[config.mk]
export PLATFORM = sky130hd
export DESIGN_NAME = cbsmd_apb
export DESIGN_NICKNAME = d
export VERILOG_FILES = /design/src/design/cbsmd_pkg.sv /design/src/design/cbsmd_apb.sv
export SDC_FILE = /design/constraint.sdc
export NUM_CORES = 1
export LEC_CHECK = 0
export BUFFER_PORTS_ARGS = -buffer_cell sky130_fd_sc_hd__buf_4
export CAP_MARGIN = 10
export CORE_UTILIZATION = 40
export DETAILED_ROUTE_END_ITERATION = 12
export PLACE_DENSITY = 0.86
export SYNTH_ARGS = -nofsm -noshare
export SYNTH_HDL_FRONTEND = slang
export SYNTH_SLANG_ARGS = --single-unit
[constraint.sdc]
create_clock -name i_clk -period 1.15 [get_ports i_clk]
set_input_delay 0.115 -clock i_clk [delete_from_list [all_inputs] [get_ports i_clk]]
set_output_delay 0.115 -clock i_clk [all_outputs]
set_load 0.05 [all_outputs]
[src/design/cbsmd_pkg.sv]
// ----------------------------------------------------------------------------
// cbsmd_pkg
// Types and constants shared by the cyclic band-shift distance block.
// ----------------------------------------------------------------------------
package cbsmd_pkg;

    localparam int MAX_LEN  = 256;
    localparam int ADDR_W   = $clog2(MAX_LEN);
    localparam int LEN_W    = ADDR_W + 1;
    localparam int PADDR_W  = 4;
    localparam int SCORE_W  = 48;
    localparam int SQ_W     = 32;
    localparam int BSQ_W    = SQ_W + LEN_W - 1;
    localparam int DIV_STEPS  = SCORE_W;
    localparam int SQRT_STEPS = SCORE_W / 2;

    localparam logic [SCORE_W-1:0] SCORE_INF = '1;

    localparam logic [1:0] REG_BAND_SIZE = 2'd0;
    localparam logic [1:0] REG_USE_CONF  = 2'd1;
    localparam logic [1:0] REG_THRESHOLD = 2'd2;

    localparam logic [1:0] STATUS_OK       = 2'd0;
    localparam logic [1:0] STATUS_BAD_LEN  = 2'd1;
    localparam logic [1:0] STATUS_NO_VALID = 2'd2;

    typedef struct packed {
        logic signed [15:0] a_value;
        logic signed [15:0] b_value;
        logic               last;
    } t_in;

    typedef struct packed {
        logic [1:0]         status;
        logic [7:0]         best_shift;
        logic [SCORE_W-1:0] best_distance;
        logic [8:0]         valid_count;
    } t_out;

    typedef struct packed {
        logic [8:0]         band_size;
        logic               use_confidence;
        logic signed [15:0] invalid_threshold;
    } t_cfg;

    typedef enum logic [2:0] {
        ST_IDLE,
        ST_CHECK,
        ST_RUN,
        ST_DRAIN,
        ST_DIV,
        ST_CMP,
        ST_SQRT,
        ST_DONE
    } t_state;

endpackage

[src/design/cbsmd_apb.sv]
// ----------------------------------------------------------------------------
// cbsmd_apb
// Configuration registers behind an APB-style port.
// ----------------------------------------------------------------------------
module cbsmd_apb (
    input  logic                          i_clk,
    input  logic                          i_rst_n,
    input  logic                          psel,
    input  logic                          penable,
    input  logic                          pwrite,
    input  logic [cbsmd_pkg::PADDR_W-1:0] paddr,
    input  logic [31:0]                   pwdata,
    output logic [31:0]                   prdata,
    output logic                          pready,
    output cbsmd_pkg::t_cfg               o_cfg
);
    import cbsmd_pkg::*;

    t_cfg       r_cfg;
    logic [1:0] reg_idx;

    assign reg_idx = paddr[3:2];
    assign pready  = 1'b1;
    assign o_cfg   = r_cfg;

    always_ff @(posedge i_clk) begin
        if (!i_rst_n) begin
            r_cfg.band_size         <= 9'd4;
            r_cfg.use_confidence    <= 1'b0;
            r_cfg.invalid_threshold <= 16'sd12868;
        end else if (psel && penable && pwrite) begin
            case (reg_idx)
                REG_BAND_SIZE: r_cfg.band_size         <= pwdata[8:0];
                REG_USE_CONF:  r_cfg.use_confidence    <= pwdata[0];
                REG_THRESHOLD: r_cfg.invalid_threshold <= pwdata[15:0];
                default: ;
            endcase
        end
    end

    always_comb begin
        case (reg_idx)
            REG_BAND_SIZE: prdata = {23'd0, r_cfg.band_size};
            REG_USE_CONF:  prdata = {31'd0, r_cfg.use_confidence};
            REG_THRESHOLD: prdata = {16'd0, r_cfg.invalid_threshold};
            default:       prdata = 32'd0;
        endcase
    end

endmodule

Word level (Yosys, flattened, before mapping)
Cells that the tools add are included.
Word-level totals
  register bits after elaboration: 26
  input port bits: 41
  output and inout bits: 59
Operators by class
  eq/ne operators: 2
  mux-type cells: 1
  reductions and logical operators: 6
Operators with widths (count)
  $pmux 16 s3: 1
  $reduce_and 2->1: 3
  $eq 2x1->1 const B: 1
  $eq 2x2->1 const B: 1
  $logic_and 1x1->1: 2
  $logic_not 2->1: 1

Logic depth before layout (Yosys ltp)
Gate-level depths: netlist of the first run.
  word-level depth: 3
  gate-level depth with buffers: 5
  depth with buffers taken out: 3

Worst setup path after synthesis of the first run
OpenSTA, ideal clock, no wires.
  kind: reg2out
  start: register r_cfg, in the netlist o_cfg[16]
  end: output port prdata[0]
  arrival time: 1.870 ns
  path slack: -0.835 ns
  stages on the path, launching flop included: 3
  buffers on the path: 0
  path through: dfxtp_1 > mux2i_1 > o21ai_0
On the way
  cells in the longest elaborated chain, start to end: 1
Ends and longest elaborated chain
  start, declared: RTL line cbsmd_apb.sv:19  | t_cfg r_cfg;
  $pmux 16 s3: RTL line cbsmd_apb.sv:42  | case (reg_idx)
  end, declared: RTL line cbsmd_apb.sv:13  | output logic [31:0] prdata,
No other way between the ends.

Final worst setup path of the first run
  start: register r_cfg, in the netlist o_cfg[19]
  end: output port prdata[2]
Same word-level chain as after synthesis.

==> results of run 1 <==
==> power groups by stage <==
stage	sequential (W)	clock, W	combinational, W
floorplan	0.000988	0	0.000328
global placement	0.000944	0	0.000461
detailed placement	0.000944	0	0.000465
CTS	0.000922	0.000648	0.000496
global route	0.000927	0.000689	0.000553
finish	0.000925	0.000642	0.000524
==> worst max-delay path by stage <==
| stage | end | slack, ns | cells after the start | from |
|---|---|---|---|---|
| after floorplan | prdata[12] | 0.01 | 1 | o_cfg[12]$_SDFFE_PN1P_ |
| after global placement | o_cfg[22]$_SDFFE_PN0P_ | 0.1 | 5 | pwrite |
| after detailed placement | o_cfg[25]$_SDFFE_PN0P_ | 0.08 | 5 | pwrite |
| after CTS | prdata[0] | -0.07 | 3 | o_cfg[17]$_SDFFE_PN0P_ |
| after global routing | prdata[2] | -0.14 | 3 | o_cfg[19]$_SDFFE_PN1P_ |
| final | prdata[2] | -0.07 | 3 | o_cfg[19]$_SDFFE_PN1P_ |
==> layout make-up <==
| cell class | count | area, um^2 |
|---|---|---|
| clock inverter | 1 | 30.0 |
| tap | 46 | 57.6 |
| multi-input combinational | 114 | 893 |
| timing repair buffer | 92 | 835 |
| clock buffer | 3 | 22.5 |
| inverter | 4 | 15.0 |
| sequential | 26 | 553 |
| fill | 251 | 931 |
==> timing repair <==
| item | 4_1_cts | 5_1_grt |
|---|---|---|
| resized for setup | 23 | 37 |
| setup endpoints to repair | 11 | 22 |
| hold buffers | 0 | 0 |
| buffers inserted | 17 | 1 |
==> tightest hold or removal path, cell delays in order <==
cell and delay, ns:
buf_4 0.07, nand3_1 0.06, o211ai_2 0.07
==> per-stage QoR <==
step                TNS (ns)  hold slack [ns]
finish                -0.225           0.0230
global route          -0.755           0.0136
CTS                   -0.366           0.0118
detailed placement         0            0.361
global placement           0            0.355
floorplan                  0            0.246
==> synthesized netlist by cell type, types with 2 or more instances <==
| master | n | area (um^2) |
|---|---|---|
| mux2i_1 | 31 | 310 |
| nor2_1 | 8 | 30.0 |
| o211ai_2 | 3 | 37.5 |
| inv_1 | 4 | 15.0 |
| buf_4 | 17 | 128 |
| conb_1 | 2 | 7.51 |
| nand3_1 | 5 | 25.0 |
| nand2_1 | 33 | 124 |
| buf_2 | 3 | 15.0 |
| and2_1 | 7 | 43.8 |
| clkbuf_1 | 4 | 15.0 |
| buf_6 | 2 | 22.5 |
| nor2b_1 | 3 | 18.8 |
| dfxtp_1 | 26 | 521 |
==> cells by family (layout without fill, tap and decap cells) <==
group / after synthesis / count (layout) / share of synthesized area [%]
and+or+nand+nor: 61 / 61 / 20.5
muxes: 31 / 31 / 22.4
buffers and inverters: 31 / 100 / 15.5
DFF: 26 / 26 / 37.5
AOI/OAI and AO/OA: 5 / 5 / 3.61
other: 2 / 17 / 0.541
==> layer usage <==
metal | GRT usage, % | part of all wire (%)
met5 | 0 | 0
met1 | 19.4 | 37
met3 | 3.41 | 3.3
met2 | 35.8 | 57
met4 | 8.12 | 1.8
==> key figures, run 1 <==
Clock tree
  – CTS max path bufs: 2
  – CTS tree: done
  – CTS Buf Count: 3
  – Worst-skew pair later-pin latency: 0.32 ns
  – Worst-path clk slew: 0.16 ns
  – Clock sink count: 26
  – CTS Root Cell: clkbuf_4
  – Number of H-tree levels: 1

Final layout
  – Post-layout util: 72.1%
  – Post-route design area: 0.00241 mm^2
  – Share of post-route cells with drive strength above 1: 62.9%
  – Total Nets Final: 282
  – Ant diodes: 0
  – Commonest non-fill, non-tap cells in the layout: buf_4 (59), nand2_1 (33), buf_6 (29)
  – Layout area overhead: 73.4%
  – Most common cell after layout, fill and taps aside: buf_4
  – Fin cells: 286
  – Max FFs per register: 26

Logic synthesis
  – Post-synthesis async set-or-reset flop share: 0%
  – Avg Inst Size Synth: 8.89 um^2
  – Yosys warns: 0
  – Cell count after synthesis: 156
  – Synth Flop Type: dfxtp_1
  – Synth cell types: 22
  – FF+latch count, synth: 26
  – Post-synth EDFFs: 0
  – Sequential share of the synthesized area: 37.5%
  – Synthesized area: 0.00139 mm^2

Global routing
  – Vias in the first global route: 1,164
  – Initial antenna violation count: 0
  – Largest net degree at the start of global routing: 23
  – First-pass GRT wire length: 4950 um
  – GRT Overall Usage: 18.5%
  – Gr ovfl total: 0

Drt
  – DRC violations left: 0
  – Antenna Nets Post-Route: 0
  – Drt total wl: 3780 um
  – Vias after detailed routing: 1,311
  – 1st-iter DRT viols: 45
  – Drt first pass iters: 4
  – Avg WL per Cell: 13.2 um
  – Avg Vias per Cell: 4.58

Floorplanning
  – Die ar.: 0.00371 mm^2
  – Core Area: 0.00334 mm^2
  – Die H: 60.9 um
  – Die width: 60.9 um
  – Initial Utilization: 41.6%
  – I/O pin cnt: 100
  – Site Rows: 21

Setup path
  – Reg2reg end: o_cfg[6]$_SDFFE_PN1P_
  – Setup CP Type: reg2out
  – Worst reg2reg startpoint: o_cfg[6]$_SDFFE_PN1P_
  – Cell chain of the critical path: mux2i_2 > nor2_4 > buf_6
  – Buf+Inv Stages, Crit Path: 1
  – Crit path required time: 1.03 ns
  – Reg2reg setup slack: 0.33 ns
  – Crit-path max cell delay: 0.36 ns
  – Critical path's top delay family: flip-flops
  – Worst setup SP type: register
  – Worst-path fanout max: 2
  – Crit path DAT: 1.11 ns
  – Worst Setup End Kind: output port
  – CP max-delay cell: dfxtp_2
  – Worst Reg-to-Reg Cells: 3

Timing
  – Max Fclk: 0.818 GHz
  – Final Setup Violations: 9
  – Clock skew: 0 ns
  – Tcrit/Tclk final: 106%
  – RSZ-0062 raised after global routing: true
  – Final Hold Fails: 0
  – Setup ws final: -0.0722 ns
  – Max Slew Vio Count: 0
  – Final Critical Period: 1.22 ns

Power and ir drop
  – Clock Power Share: 30.7%
  – Int Pwr: 0.00145 W
  – Sw Share: 30.7%
  – Total power: 0.00209 W
  – Sequential power share: 44.2%
  – Switching power: 0.000643 W
  – Leak Pwr: 1.10 nW
  – Pwr dens: 869 mW/mm^2
  – Comb pwr share: 25.1%
  – VDD IR-drop max: 0.000525 V

Placed design
  – DP HPWL: 2330 um
  – Final RePlAce weighted congestion: 0.686
  – Dpl ws: 0.0797 ns
  – Placed cell areas: 0.00197 mm^2
  – Placed cells: 264
  – Buffers on Ports: 64

Min path
  – Tightest Hold Check Type: in2reg
  – Hold path start: pwdata[13]
  – Hold endpoint: o_cfg[13]$_SDFFE_PN1P_
  – Hold path depth: 3

Run status
  – Failing checks: setup timing
  – Status: finished, violations left

Run
  – Max cap viols: 0
Power figures use the tool's default switching activity.
==> run 2: changes to the inputs <==
--- a/config.mk
+++ b/config.mk
@@ -9,7 +9,7 @@
 export CAP_MARGIN = 10
 export CORE_UTILIZATION = 40
 export DETAILED_ROUTE_END_ITERATION = 12
-export PLACE_DENSITY = 0.86
+export PLACE_DENSITY_LB_ADDON = 0.15
 export SYNTH_ARGS = -nofsm -noshare
 export SYNTH_HDL_FRONTEND = slang
 export SYNTH_SLANG_ARGS = --single-unit
==> constraint.sdc (replaced) <==
create_clock -name i_clk -period 1.15 [get_ports i_clk]
set_input_delay 0 -clock i_clk [delete_from_list [all_inputs] [get_ports i_clk]]
set_output_delay 0 -clock i_clk [all_outputs]
set_load 0.05 [all_outputs]
==> run 2 against run 1 <==
Net effect: the flow now finishes without violations; die area did not move; flip-flop and latch count unchanged; sequential share of layout area rose by 1.3 points; via count is 4.6% lower; critical path depth unchanged; cell area down 7.4%; critical path type unchanged.
==> key figures, run 2 (synthesis results as in run 1) <==
Placed design
  – DP HPWL: 2310 um (was 2330 um)
  – Placed cell areas: 0.00189 mm^2 (was 0.00197 mm^2)
  – Final RePlAce weighted congestion: 0.620 (was 0.686)
  – Buffers on Ports: 64 (unchanged)

Final layout
  – Post-layout util: 66.7% (was 72.1%)
  – Total Nets Final: 276 (was 282)
  – Post-route design area: 0.00223 mm^2 (was 0.00241 mm^2)
  – Commonest non-fill, non-tap cells in the layout: buf_4 (67), nand2_1 (33), mux2i_1 (22) (was buf_4 (59), nand2_1 (33), buf_6 (29))
  – Max FFs per register: 26 (unchanged)
  – Layout area overhead: 60.5% (was 73.4%)
  – Ant diodes: 0 (unchanged)
  – Share of post-route cells with drive strength above 1: 48.3% (was 62.9%)
  – Most common cell after layout, fill and taps aside: buf_4 (unchanged)

Global routing
  – First-pass GRT wire length: 4960 um (was 4950 um)
  – Initial antenna violation count: 0 (unchanged)
  – Busiest grt layer: met2 (unchanged)
  – Routing usage on met1: 20.5% (was 19.4%)
  – Routing usage on met3: 2.77% (was 3.41%)
  – GRT Overall Usage: 18.2% (was 18.5%)
  – Vias in the first global route: 1,137 (was 1,164)
  – Gr ovfl total: 0 (unchanged)
  – Largest net degree at the start of global routing: 34 (was 23)
  – Grt met2 use: 34.7% (was 35.8%)

Power and ir drop
  – VDD IR-drop max: 0.000581 V (was 0.000525 V)
  – Leak Pwr: 1.02 nW (was 1.10 nW)
  – Pwr dens: 926 mW/mm^2 (was 869 mW/mm^2)

Timing
  – Final Critical Period: 1.10 ns (was 1.22 ns)
  – Final Hold Fails: 0 (unchanged)
  – Tcrit/Tclk final: 95.2% (was 106%)
  – Max Slew Vio Count: 0 (unchanged)
  – RSZ-0062 raised after global routing: true (unchanged)
  – Final Setup Violations: 0 (was 9)
  – Max Fclk: 0.913 GHz (was 0.818 GHz)
  – Clock skew: 0 ns (unchanged)

Floorplanning
  – Initial Utilization: 41.6% (unchanged)
  – Die width: 60.9 um (unchanged)
  – Die H: 60.9 um (unchanged)
  – Site Rows: 21 (unchanged)
  – I/O pin cnt: 100 (unchanged)
  – Core Area: 0.00334 mm^2 (unchanged)
  – Die ar.: 0.00371 mm^2 (unchanged)

Min path
  – Hold endpoint: o_cfg[16]$_SDFFE_PN0P_ (was o_cfg[13]$_SDFFE_PN1P_)
  – Tightest Hold Check Type: in2reg (unchanged)
  – Hold path depth: 4 (was 3)
  – Hold path start: penable (was pwdata[13])

Setup path
  – Worst-path fanout max: 3 (was 2)
  – Worst setup SP type: register (unchanged)
  – Worst Setup End Kind: output port (unchanged)
  – Crit path required time: 1.15 ns (was 1.03 ns)
  – Worst reg2reg startpoint: o_cfg[6]$_SDFFE_PN1P_ (unchanged)
  – Setup CP Type: reg2out (unchanged)
  – Crit path DAT: 1.10 ns (was 1.11 ns)
  – Reg2reg setup slack: 0.49 ns (was 0.33 ns)
  – Worst Reg-to-Reg Cells: 2 (was 3)
  – Reg2reg end: o_cfg[6]$_SDFFE_PN1P_ (unchanged)

Drt
  – Avg WL per Cell: 11.9 um (was 13.2 um)
  – Avg Vias per Cell: 4.47 (was 4.58)
  – 1st-iter DRT viols: 72 (was 45)
  – Drt total wl: 3330 um (was 3780 um)
  – Drt first pass iters: 5 (was 4)
  – DRC violations left: 0 (unchanged)
  – Vias after detailed routing: 1,251 (was 1,311)
  – Antenna Nets Post-Route: 0 (unchanged)

Clock tree
  – CTS Root Cell: clkbuf_4 (unchanged)
  – Clock sink count: 26 (unchanged)
  – CTS tree: done (unchanged)
  – Worst-skew pair later-pin latency: 0.31 ns (was 0.32 ns)
  – Worst-path clk slew: 0.13 ns (was 0.16 ns)
  – Post-CTS Setup Inserts: 0 (was 17)
  – Number of H-tree levels: 1 (unchanged)
  – CTS max path bufs: 2 (unchanged)
  – CTS Buf Count: 3 (unchanged)

Run
  – Max cap viols: 0 (unchanged)

Run status
  – Status: completed (was finished, violations left)
-- run 2: cell types whose count changed in the layout (fill, tap and decap cells not counted), sizes merged --
cell         change
buf             -23
dlygate4sd3     +17
-- run 2: layout make-up --
class | instances | area [um^2]
fill | 287 | 1110
multi-input combinational | 114 | 866
timing repair buffer | 86 | 696
sequential | 26 | 541
tap | 46 | 57.6
clock inverter | 1 | 30.0
clock buffer | 3 | 22.5
inverter | 4 | 15.0
-- run 2: critical path: stages (launching register included) --
cell and delay (ns):
dfxtp_2 0.36, mux2i_2 0.20, o21ai_4 0.07, buf_6 0.16
-- run 2: per-stage QoR --
step | std cells | setup WS [ns] | total power, W | hold WS [ns] | setup TNS, ns
floorplan | 171 | -0.0373 | 0.00131 | 0.139 | -0.0373
global placement | 259 | 0.144 | 0.00138 | 0.253 | 0
detailed placement | 259 | 0.0918 | 0.00139 | 0.254 | 0
CTS | 280 | 0.00268 | 0.00207 | 0.0801 | 0
global route | 280 | -0.00102 | 0.00216 | 0.0942 | -0.00155
finish | 280 | 0.0546 | 0.00206 | 0.101 | 0
-- run 2: report_power, final --
group | leakage (nW) | total [W] | switching [W] | internal (W)
Clock | 0.0279 | 0.000622 | 0.000270 | 0.000352
Combinational | 0.772 | 0.000513 | 0.000334 | 0.000179
Sequential | 0.215 | 0.000928 | 0.0000129 | 0.000915
-- run 2: repair_timing --
action | in CTS | in global routing
endpoints found under the setup margin | 6 | 9
hold buffers | 17 | 0
gates resized for setup | 7 | 26
hold endpoints to repair | 26 | 0
-- run 2: worst max-delay path by stage --
| stage | startpoint | to | slack [ns] |
|---|---|---|---|
| after CTS | o_cfg[16]$_SDFFE_PN0P_ | prdata[0] | 0.003 |
| after detailed placement | paddr[2] | o_cfg[2]$_SDFFE_PN1P_ | 0.09 |
| after floorplan | o_cfg[16]$_SDFFE_PN0P_ | prdata[0] | -0.04 |
| after global routing | o_cfg[16]$_SDFFE_PN0P_ | prdata[0] | -0.001 |
| final | o_cfg[17]$_SDFFE_PN0P_ | prdata[0] | 0.05 |
| after global placement | paddr[2] | o_cfg[5]$_SDFFE_PN0P_ | 0.14 |
-- run 2: metal layers --
metal / vias up / share of wire [%]
met5: - / 0
met4: 0 / 0.39
met2: 44 / 53
met3: 2 / 5.4
met1: 579 / 41
li1: 626 / -
